[config.mk]
export PLATFORM = sky130hd
export DESIGN_NAME = display_mode_best_match_top
export DESIGN_NICKNAME = d
export VERILOG_FILES = /design/src/hdl/dmbm_pkg.sv /design/src/hdl/dmbm_judge.sv /design/src/hdl/display_mode_best_match_top.sv
export SDC_FILE = /design/constraint.sdc
export NUM_CORES = 1
export LEC_CHECK = 0
export BUFFER_PORTS_ARGS = -buffer_cell sky130_fd_sc_hd__buf_4
export CAP_MARGIN = 20
export CORE_UTILIZATION = 60
export CTS_BUF_LIST = sky130_fd_sc_hd__clkbuf_8
export DETAILED_ROUTE_END_ITERATION = 12
export PLACE_DENSITY_LB_ADDON = 0.25
export REMOVE_ABC_BUFFERS = 1
export SETUP_SLACK_MARGIN = 0.15
export SYNTH_ARGS = -nofsm -noshare
export SYNTH_HDL_FRONTEND = slang
export SYNTH_SLANG_ARGS = --single-unit
[constraint.sdc]
create_clock -name clk -period 7.15 [get_ports clk]
set_input_delay 0.715 -clock clk [delete_from_list [all_inputs] [get_ports clk]]
set_output_delay 0.715 -clock clk [all_outputs]
set_load 0.01 [all_outputs]
[src/hdl/dmbm_pkg.sv]
// Shared types and constants for the display mode best-match block.
`default_nettype none

package dmbm_pkg;

    localparam int unsigned HRES_W = 16;
    localparam int unsigned VRES_W = 16;
    localparam int unsigned DEPTH_W = 6;
    localparam int unsigned FLAGS_W = 5;
    localparam int unsigned MODE_W = 32;
    localparam int unsigned DMODE_W = 16;
    localparam int unsigned CFG_IDX_W = 2;
    localparam int unsigned CFG_DATA_W = 16;

    localparam int unsigned FLAG_DEPTH_PRIO = 0;
    localparam int unsigned FLAG_ABSOLUTE = 1;
    localparam int unsigned FLAG_SHALLOW = 2;
    localparam int unsigned FLAG_MAXRES = 3;
    localparam int unsigned FLAG_ALLVALID = 4;

    localparam logic [FLAGS_W-1:0] FLAGS_RESET = 5'b00010;

    typedef enum logic [CFG_IDX_W-1:0] {
        CFG_REQ_HORIZONTAL = 2'd0,
        CFG_REQ_VERTICAL   = 2'd1,
        CFG_REQ_DEPTH      = 2'd2,
        CFG_REQUEST_FLAGS  = 2'd3
    } cfg_index_t;

    typedef struct packed {
        logic [HRES_W-1:0]  horizontal;
        logic [VRES_W-1:0]  vertical;
        logic [DEPTH_W-1:0] depth;
        logic [FLAGS_W-1:0] flags;
    } request_t;

    typedef struct packed {
        logic [HRES_W-1:0]  horizontal;
        logic [VRES_W-1:0]  vertical;
        logic [DEPTH_W-1:0] depth;
        logic               timing_valid;
        logic               timing_safe;
    } cand_t;

    typedef struct packed {
        logic               have;
        logic [HRES_W-1:0]  horizontal;
        logic [VRES_W-1:0]  vertical;
        logic [DEPTH_W-1:0] depth;
        logic [MODE_W-1:0]  mode_data;
        logic [DMODE_W-1:0] depth_mode;
        logic               unsafe;
    } best_t;

endpackage

`default_nettype wire

[src/hdl/dmbm_judge.sv]
// Eligibility and three-tier replacement decision for one candidate mode.
`default_nettype none

module dmbm_judge (
    input  var dmbm_pkg::request_t req,
    input  var dmbm_pkg::best_t    best,
    input  var dmbm_pkg::cand_t    cand,
    output logic                   take
);

    function automatic logic [15:0] absdiff16(input logic [15:0] a, input logic [15:0] b);
        logic [15:0] r;
        begin
            r = (a >= b) ? (a - b) : (b - a);
            return r;
        end
    endfunction

    logic prio;
    logic absl;
    logic shal;
    logic maxr;
    logic allv;
    logic exact;
    logic abs_ok;
    logic res_ok;
    logic shallow_ok;
    logic raises;
    logic eligible;
    logic tier1;
    logic tier2;
    logic tier3;
    logic [15:0] dh_cand;
    logic [15:0] dh_best;
    logic [15:0] dv_cand;
    logic [15:0] dv_best;

    always_comb
    begin
        prio = req.flags[dmbm_pkg::FLAG_DEPTH_PRIO];
        absl = req.flags[dmbm_pkg::FLAG_ABSOLUTE];
        shal = req.flags[dmbm_pkg::FLAG_SHALLOW];
        maxr = req.flags[dmbm_pkg::FLAG_MAXRES];
        allv = req.flags[dmbm_pkg::FLAG_ALLVALID];

        exact = (cand.horizontal == req.horizontal) && (cand.vertical == req.vertical)
                && (cand.depth == req.depth);
        abs_ok = exact || !absl;
        res_ok = ((cand.horizontal >= req.horizontal) && (cand.vertical >= req.vertical))
                 || !maxr;
        shallow_ok = (cand.depth <= req.depth) || !shal;
        raises = (best.depth < req.depth) && (cand.depth > best.depth);

        dh_cand = absdiff16(req.horizontal, cand.horizontal);
        dh_best = absdiff16(req.horizontal, best.horizontal);
        dv_cand = absdiff16(req.vertical, cand.vertical);
        dv_best = absdiff16(req.vertical, best.vertical);

        tier1 = !best.have && res_ok && shallow_ok && abs_ok;
        tier2 = prio && (best.depth != req.depth)
                && (((cand.depth > best.depth) && (cand.depth <= req.depth)) || !shal)
                && raises && abs_ok;
        tier3 = (dh_cand <= dh_best) && (dv_cand <= dv_best) && res_ok
                && ((best.depth == cand.depth) || !prio) && shallow_ok
                && ((best.horizontal != cand.horizontal) || (best.vertical != cand.vertical)
                    || raises || (cand.depth == req.depth))
                && abs_ok;

        eligible = cand.timing_valid && (cand.timing_safe || allv);
        take = eligible && (tier1 || tier2 || tier3);
    end

endmodule

`default_nettype wire

[src/hdl/display_mode_best_match_top.sv]
// Top level: input beat register, best-match decision, best-so-far state and result register.
// Path: an accepted input beat enters the input beat register, and its result beat is offered
//   from the result register. Throughput: one input beat per cycle while in_stall is low; the
//   best-so-far decision and update happen together, so candidates chain without bubbles.
// Reset: rst_n clears valid flags, request registers (flags to absolute) and the best-so-far
//   state; payload registers are not reset.
`default_nettype none

module display_mode_best_match_top (
    input  logic        clk,
    input  logic        rst_n,

    input  logic        cfg_valid,
    output logic        cfg_ready,
    input  logic [1:0]  cfg_index,
    input  logic [15:0] cfg_data,

    input  logic        in_valid,
    output logic        in_stall,
    input  logic [15:0] horizontal,
    input  logic [15:0] vertical,
    input  logic [5:0]  depth,
    input  logic        timing_valid,
    input  logic        timing_safe,
    input  logic [31:0] mode_data,
    input  logic [15:0] depth_switch_mode,
    input  logic        last_of_list,

    output logic        out_valid,
    input  logic        out_stall,
    output logic        found,
    output logic        taken,
    output logic [15:0] best_horizontal,
    output logic [15:0] best_vertical,
    output logic [5:0]  best_depth,
    output logic [31:0] best_mode_data,
    output logic [15:0] best_depth_mode,
    output logic        needs_confirmation,
    output logic        search_done
);

    dmbm_pkg::request_t req_reg;
    dmbm_pkg::best_t    best_reg;
    dmbm_pkg::best_t    best_next;
    dmbm_pkg::best_t    best_new;
    dmbm_pkg::cand_t    cand;

    logic        in_valid_reg;
    logic [15:0] in_h_reg;
    logic [15:0] in_v_reg;
    logic [5:0]  in_d_reg;
    logic        in_tv_reg;
    logic        in_ts_reg;
    logic [31:0] in_md_reg;
    logic [15:0] in_dm_reg;
    logic        in_last_reg;

    logic        out_valid_reg;
    dmbm_pkg::best_t out_best_reg;
    logic        out_taken_reg;
    logic        out_done_reg;

    logic        advance;
    logic        eval;
    logic        take;

    assign cfg_ready = 1'b1;

    // configuration
    always_ff @(posedge clk or negedge rst_n)
    begin
        if (!rst_n)
        begin
            req_reg.horizontal <= '0;
            req_reg.vertical   <= '0;
            req_reg.depth      <= '0;
            req_reg.flags      <= dmbm_pkg::FLAGS_RESET;
        end
        else if (cfg_valid)
        begin
            case (cfg_index)
                dmbm_pkg::CFG_REQ_HORIZONTAL: req_reg.horizontal <= cfg_data;
                dmbm_pkg::CFG_REQ_VERTICAL:   req_reg.vertical <= cfg_data;
                dmbm_pkg::CFG_REQ_DEPTH:      req_reg.depth <= cfg_data[5:0];
                dmbm_pkg::CFG_REQUEST_FLAGS:  req_reg.flags <= cfg_data[4:0];
                default: ;
            endcase
        end
    end

    assign advance  = !out_valid_reg || !out_stall;
    assign eval     = in_valid_reg && advance;
    assign in_stall = in_valid_reg && !advance;

    // input beat register
    always_ff @(posedge clk or negedge rst_n)
    begin
        if (!rst_n)
        begin
            in_valid_reg <= 1'b0;
        end
        else if (!in_stall)
        begin
            in_valid_reg <= in_valid;
        end
    end

    always_ff @(posedge clk)
    begin
        if (!in_stall && in_valid)
        begin
            in_h_reg    <= horizontal;
            in_v_reg    <= vertical;
            in_d_reg    <= depth;
            in_tv_reg   <= timing_valid;
            in_ts_reg   <= timing_safe;
            in_md_reg   <= mode_data;
            in_dm_reg   <= depth_switch_mode;
            in_last_reg <= last_of_list;
        end
    end

    always_comb
    begin
        cand.horizontal   = in_h_reg;
        cand.vertical     = in_v_reg;
        cand.depth        = in_d_reg;
        cand.timing_valid = in_tv_reg;
        cand.timing_safe  = in_ts_reg;
    end

    dmbm_judge u_judge (
        .req  (req_reg),
        .best (best_reg),
        .cand (cand),
        .take (take)
    );

    always_comb
    begin
        best_new = best_reg;
        if (take)
        begin
            best_new.have       = 1'b1;
            best_new.horizontal = in_h_reg;
            best_new.vertical   = in_v_reg;
            best_new.depth      = in_d_reg;
            best_new.mode_data  = in_md_reg;
            best_new.depth_mode = in_dm_reg;
            best_new.unsafe     = !in_ts_reg;
        end
        best_next = best_reg;
        if (eval)
        begin
            best_next = in_last_reg ? '0 : best_new;
        end
    end

    // best-so-far state
    always_ff @(posedge clk or negedge rst_n)
    begin
        if (!rst_n)
        begin
            best_reg <= '0;
        end
        else
        begin
            best_reg <= best_next;
        end
    end

    // result register
    always_ff @(posedge clk or negedge rst_n)
    begin
        if (!rst_n)
        begin
            out_valid_reg <= 1'b0;
        end
        else if (advance)
        begin
            out_valid_reg <= in_valid_reg;
        end
    end

    always_ff @(posedge clk)
    begin
        if (eval)
        begin
            out_best_reg  <= best_new;
            out_taken_reg <= take;
            out_done_reg  <= in_last_reg;
        end
    end

    assign out_valid          = out_valid_reg;
    assign found              = out_best_reg.have;
    assign taken              = out_taken_reg;
    assign best_horizontal    = out_best_reg.horizontal;
    assign best_vertical      = out_best_reg.vertical;
    assign best_depth         = out_best_reg.depth;
    assign best_mode_data     = out_best_reg.mode_data;
    assign best_depth_mode    = out_best_reg.depth_mode;
    assign needs_confirmation = out_best_reg.unsafe;
    assign search_done        = out_done_reg;

    a_taken_found: assert property (@(posedge clk) disable iff (!rst_n)
        out_valid |-> (!taken || found))
        else $error("taken beat without a chosen mode");

    a_empty_zero: assert property (@(posedge clk) disable iff (!rst_n)
        (out_valid && !found) |-> (best_horizontal == '0 && best_vertical == '0
            && best_depth == '0 && best_mode_data == '0 && best_depth_mode == '0
            && !needs_confirmation))
        else $error("best fields non-zero with no chosen mode");

    a_clear_on_last: assert property (@(posedge clk) disable iff (!rst_n)
        (eval && in_last_reg) |=> (best_reg == '0))
        else $error("state not cleared after last beat of a list");

    a_no_overrun: assert property (@(posedge clk) disable iff (!rst_n)
        (out_valid_reg && out_stall) |=> (out_valid_reg && $stable(out_best_reg)))
        else $error("stalled result overwritten");

endmodule

`default_nettype wire

Yosys cells after proc, flatten, opt, wreduce, memory -nomap -nowiden
Cells that the tools add are included.
Storage, ports and cells
  word-level logic and storage cells: 115
  input port bits: 112
  register bits: 312
  output and inout port bits: 93
Operators by class
  $lt $le $gt $ge: 11
  eq/ne operators: 10
  reductions and logical operators: 50
  mux-type cells: 6
  add/subtract/negate cells: 8
Operators with widths (count)
  $mux 88: 2
  $sub 16x16->16: 8
  $ge 16x16->1: 6
  $mux 16: 4
  $eq 16x16->1: 2
  $le 16x16->1: 2
  $ne 16x16->1: 2
  $logic_and 1x1->1: 23
  $eq 6x6->1: 2
  $logic_or 1x1->1: 12
  $logic_not 1->1: 10
  $reduce_and 2->1: 4
  $gt 6x6->1: 1
  $le 6x6->1: 1
  $lt 6x6->1: 1
  $ne 6x6->1: 1
  $eq 2x2->1 const B: 2
  $eq 2x1->1 const B: 1
  $logic_not 2->1: 1

Depth between registers and ports, before layout
  word-level depth: 13
  mapped depth: 28

Hierarchy
From an unflattened synthesis, not the netlist that was laid out.
Unflattened totals
  cell total of the unflattened synthesis: 1650
  area total of the unflattened synthesis: 19017.0 um^2
Modules (own cells, without submodules)
  display_mode_best_match_top: cells an instance 590, instances 1, area an instance 11446.0 um^2
  dmbm_judge: cells an instance 1060, instances 1, area an instance 7571.0 um^2

Worst setup path after synthesis
Ideal clock, no wire load.
  path kind: register -> register
  start: reg req_reg[11] in the netlist's numbering
  end: reg best_reg[56] in the netlist's numbering
  data arrival time: 5.357 ns
  stages on the path, launching flop included: 28
  path buffers: 6
  clock period less this slack: 5.478 ns
  setup slack: 1.672 ns
  cell sequence: dfrtp_1 -> inv_1 -> ha_1 -> inv_1 -> fa_1 -> a211oi_1 -> o31a_1 -> a21oi_1 -> o21a_1 -> nor2_1 -> clkbuf_1 -> clkbuf_1 -> nor2_1 -> a221oi_1 -> xor2_1 -> ha_1 -> a21o_1 -> a21o_1 -> a21oi_1 -> o211ai_1 -> a22o_1 -> a311o_1 -> buf_2 -> a21o_1 -> buf_6 -> buf_6 -> buf_6 -> a22o_1
On the way
  cells in the longest elaborated chain, start to end: 13
  elaborated cells between the ends (all ways): 31
Ends and longest elaborated chain
  start, declared: RTL line display_mode_best_match_top.sv:42  | dmbm_pkg::request_t req_reg;
  $sub 16x16->16 or $ge 16x16->1 (tied branches): RTL line dmbm_judge.sv:14  | r = (a >= b) ? (a - b) : (b - a);
  $mux 16: RTL line dmbm_judge.sv:14
  $le 16x16->1: RTL line dmbm_judge.sv:63  | tier3 = (dh_cand <= dh_best) && (dv_cand <= dv_best) && res_ok
  $logic_and 1x1->1 (2 in series): RTL line dmbm_judge.sv:63
  $logic_and 1x1->1 (2 in series): RTL line dmbm_judge.sv:64  | && ((best.depth == cand.depth) || !prio) && shallow_ok
  $logic_and 1x1->1: RTL line dmbm_judge.sv:65  | && ((best.horizontal != cand.horizontal) || (best.vertical != cand.vertical)
  $logic_and 1x1->1: RTL line dmbm_judge.sv:67  | && abs_ok;
  $logic_or 1x1->1 *: RTL line dmbm_judge.sv:70  | take = eligible && (tier1 || tier2 || tier3);
  $logic_and 1x1->1 *: RTL line dmbm_judge.sv:70
  $mux 88 *: RTL line display_mode_best_match_top.sv:142  | if (take)
  $mux 88 *: RTL line display_mode_best_match_top.sv:155  | best_next = in_last_reg ? '0 : best_new;
  end signal, assigned: RTL line display_mode_best_match_top.sv:168  | best_reg <= best_next;
  end, declared: RTL line display_mode_best_match_top.sv:43  | dmbm_pkg::best_t best_reg;
Mark *: on every way between the ends. The rest lies on a longest branch, timed or not.
A chain may end at the register's enable or synchronous reset.

==> reports/results.ini <==
[yosys]
synth_cell_types=76
syn_area_per_cell_um2=11.01
netlist_area_um2=18800
ys.warnings.count=0
synth.area.top_cells=edfxtp_1 29%, dfrtp_1 18%, ha_1 12%, mux2_2 5.6%, a22o_1 4.1%
synth_seq_cells=312
synth-edff-count=179
ys_seq_area_frac=0.4631
synth_top_area_cell=edfxtp_1
netlist.area_leader.share=0.2860
ys.flop_type=edfxtp_1
async_reset_ff_frac=0.4263
syn_inst=1708

[routing]
post_drt_wl_per_cell_um=22.22
drt-pass1-iter-count=6
wl_mm=52.02
via_count=14530
drc=0
drtIter0Drc=1435
antenna_left=0
vias_per_cell=6.205

[layout]
regArea_um2=8705
syn2layout_area_growth_pct=15.48
final_cell_mix=217 x buf_4, 179 x edfxtp_1, 175 x ha_1
stdcell_area_um2=21710
drive_above_1_share=0.2103
final_common_cell=buf_4
largest_reg_flops=88
nets=2197
diodes=0
multiInputGateArea_um2=9171
fillers=2251

[setup_path]
cp_top_family=compound AO/OA/AOI/OAI gates
startpoint=req_reg[27]$_DFFE_PN0P_
crit_type=flip-flop to flip-flop
crit_arrival_ns=6.96
crit_path_max_fanout=34
r2r_end=best_mode_data[19]$_DFFE_PP_
r2r_cells=22
path_cells=inv_1 -> ha_1 -> inv_1 -> fa_1 -> a211oi_1 -> o211a_1 -> o41ai_1 -> o21a_2 -> or3b_2 -> a32o_1 -> a211o_1 -> a221oi_1 -> xor2_1 -> ha_1 -> nand4_1 -> nor3_1 -> o21ai_0 -> o2111ai_1 -> a22o_1 -> a311o_2 -> buf_4 -> mux2_2
reg2reg_slack_ns=0.54
crit_slowest_cell=or3b_2
setup.worst_path.end=best_mode_data[19]$_DFFE_PP_
startpoint_type=flip-flop
crit_path_max_incr_delay_ns=0.50
critical_path_depth=22
cp.buffers_inverters=3
cp-end-kind=flip-flop
worstPathRequired_ns=7.50
crit-reg2reg-launch=req_reg[27]$_DFFE_PN0P_

[clock_network]
post_cts_buffers=0
cts.clk_slew.worst_paths_ns=0.07
cts_buffers=51
clk_path_buf_depth=3
clock_latency_ns=0.64
clkSinkCount=312
cts.repair.resized=0
cts-root-buf=clkbuf_8
htreeDepth=2
cts_tree=yes
cts_hold_buf=0

[global_routing]
track_usage=0.3236
grt_pass1_vias=14160
grt_pass1_wl_mm=78.57
grt-ovfl-total=0
antenna_found_initial=1
grt_max_degree=88

[timing]
rsz0062_at_grt=no
fin_skew_ns=0.03458
max_freq_mhz=151.3
max-slew-margin-rel=0.2250
drv_slew=0
worstMarginPinSlew_ns=1.159
min_period_ns=6.610
hold_violations=0
finalCritPeriodShare=0.9244
setup_viol_count_final=0

[die]
coreArea_um2=30670
dieArea_um2=32040
start_util=0.6129
fp.dieH_um=179.0
ios=205
die_w_um=179.0
rows=64

[status]
status=finished clean

[place]
gp_congestion=0.9986
dpl-instance-area_um2=20610
io_buffer_count=203
dp_hpwl_mm=37.12

[hold_path]
hp-class=input port to asynchronous set/reset pin

[flow_run]
drv_cap=0

[pwr]
p_per_area_nw_per_um2=312.1
total_power_uw=6774
irDropWorstVdd_uv=209.0
power.leakage_uw=0.009935

[cells by family after synthesis]
logic type	synth area share
flops	0.4631
compound gates	0.1739
other cells	0.0001995
buf+inv	0.05125
fa+ha+maj	0.1250
xor+xnor	0.03961
simple gates	0.07528
mux	0.07169
[synthesized netlist by cell type (all sizes together), types with 4 or more instances]
| library cell | count |
|---|---|
| a211oi | 14 |
| a22o | 88 |
| nand3b | 5 |
| edfxtp | 179 |
| nand2b | 6 |
| dfrtp | 132 |
| and3 | 6 |
| fa | 8 |
| nor4 | 8 |
| nand2 | 101 |
| o22ai | 6 |
| o211ai | 13 |
| a221oi | 8 |
| xor2 | 50 |
| o21ai | 109 |
| nor2b | 19 |
| buf | 37 |
| nor3 | 15 |
| or3 | 5 |
| o221ai | 5 |
| nand4 | 24 |
| inv | 153 |
| o21a | 12 |
| o21bai | 11 |
| a211o | 4 |
| nor2 | 54 |
| a221o | 4 |
| a31oi | 12 |
| mux2 | 93 |
| a21oi | 104 |
| nand3 | 29 |
| xnor2 | 35 |
| ha | 175 |
| o31ai | 9 |
| clkbuf | 43 |
| mux2i | 30 |
| a21o | 52 |
[where the power goes]
| part | total [uW] | internal (uW) | switching [uW] |
|---|---|---|---|
| logic | 2810 | 1200 | 1620 |
| registers | 2330 | 2160 | 169 |
| clock network | 1630 | 874 | 756 |
[worst reg2reg max path: cells and delay by family, from the launching register on]
family	cells	cell delay, ns
xor+xnor	1	0.13
buf+inv	3	0.62
compound gates	11	2.92
flops	1	0.41
fa+ha+maj	3	0.90
mux	1	0.42
simple gates	3	0.93
[per-layer routing]
| layer | routed length (um) | GRT usage |
|---|---|---|
| met2 | 23510 | 0.4994 |
| met4 | 1618 | 0.1116 |
| met5 | 12 | 0 |
| met1 | 22480 | 0.4509 |
| met3 | 4399 | 0.06955 |
[area by class of cell]
| class | instances | share of cell area |
|---|---|---|
| multi-input combinational | 1164 | 0.4225 |
| sequential | 312 | 0.4010 |
| timing repair buffer | 220 | 0.07741 |
| clock buffer | 63 | 0.03994 |
| inverter | 153 | 0.02657 |
| tap | 396 | 0.02283 |
| clock inverter | 33 | 0.009741 |
[worst min-delay path by stage]
| stage | endpoint | slack, ns | cells after the start |
|---|---|---|---|
| 6_report | best_reg[44]$_DFFE_PN0P_ | 0.17 | 1 |
| 5_1_grt | best_reg[1]$_DFFE_PN0P_ | 0.22 | 1 |
| 4_1_cts | req_reg[27]$_DFFE_PN0P_ | 0.17 | 1 |
| 3_5_place_dp | best_reg[11]$_DFFE_PN0P_ | 0.48 | 1 |
| 3_3_place_gp | best_reg[6]$_DFFE_PN0P_ | 0.47 | 1 |
| 2_1_floorplan | best_reg[0]$_DFFE_PN0P_ | 0.42 | 0 |
[stage by stage]
stage               worst slack (ns)  setup TNS (ns)  std cells  hold slack, ns  utilization
finish                        0.5405               0       2341          0.1666       0.7078
CTS                           0.3971               0       2340          0.1697       0.7071
floorplan                     -2.635         -352.06       1628          0.4194            -
detailed placement            0.4351               0       2244          0.4773       0.6719
global placement              0.6194               0       2244          0.4748       0.6719
global route                  0.2529               0       2341          0.2235       0.7078
No activity file was read; power rests on OpenSTA's default activity.
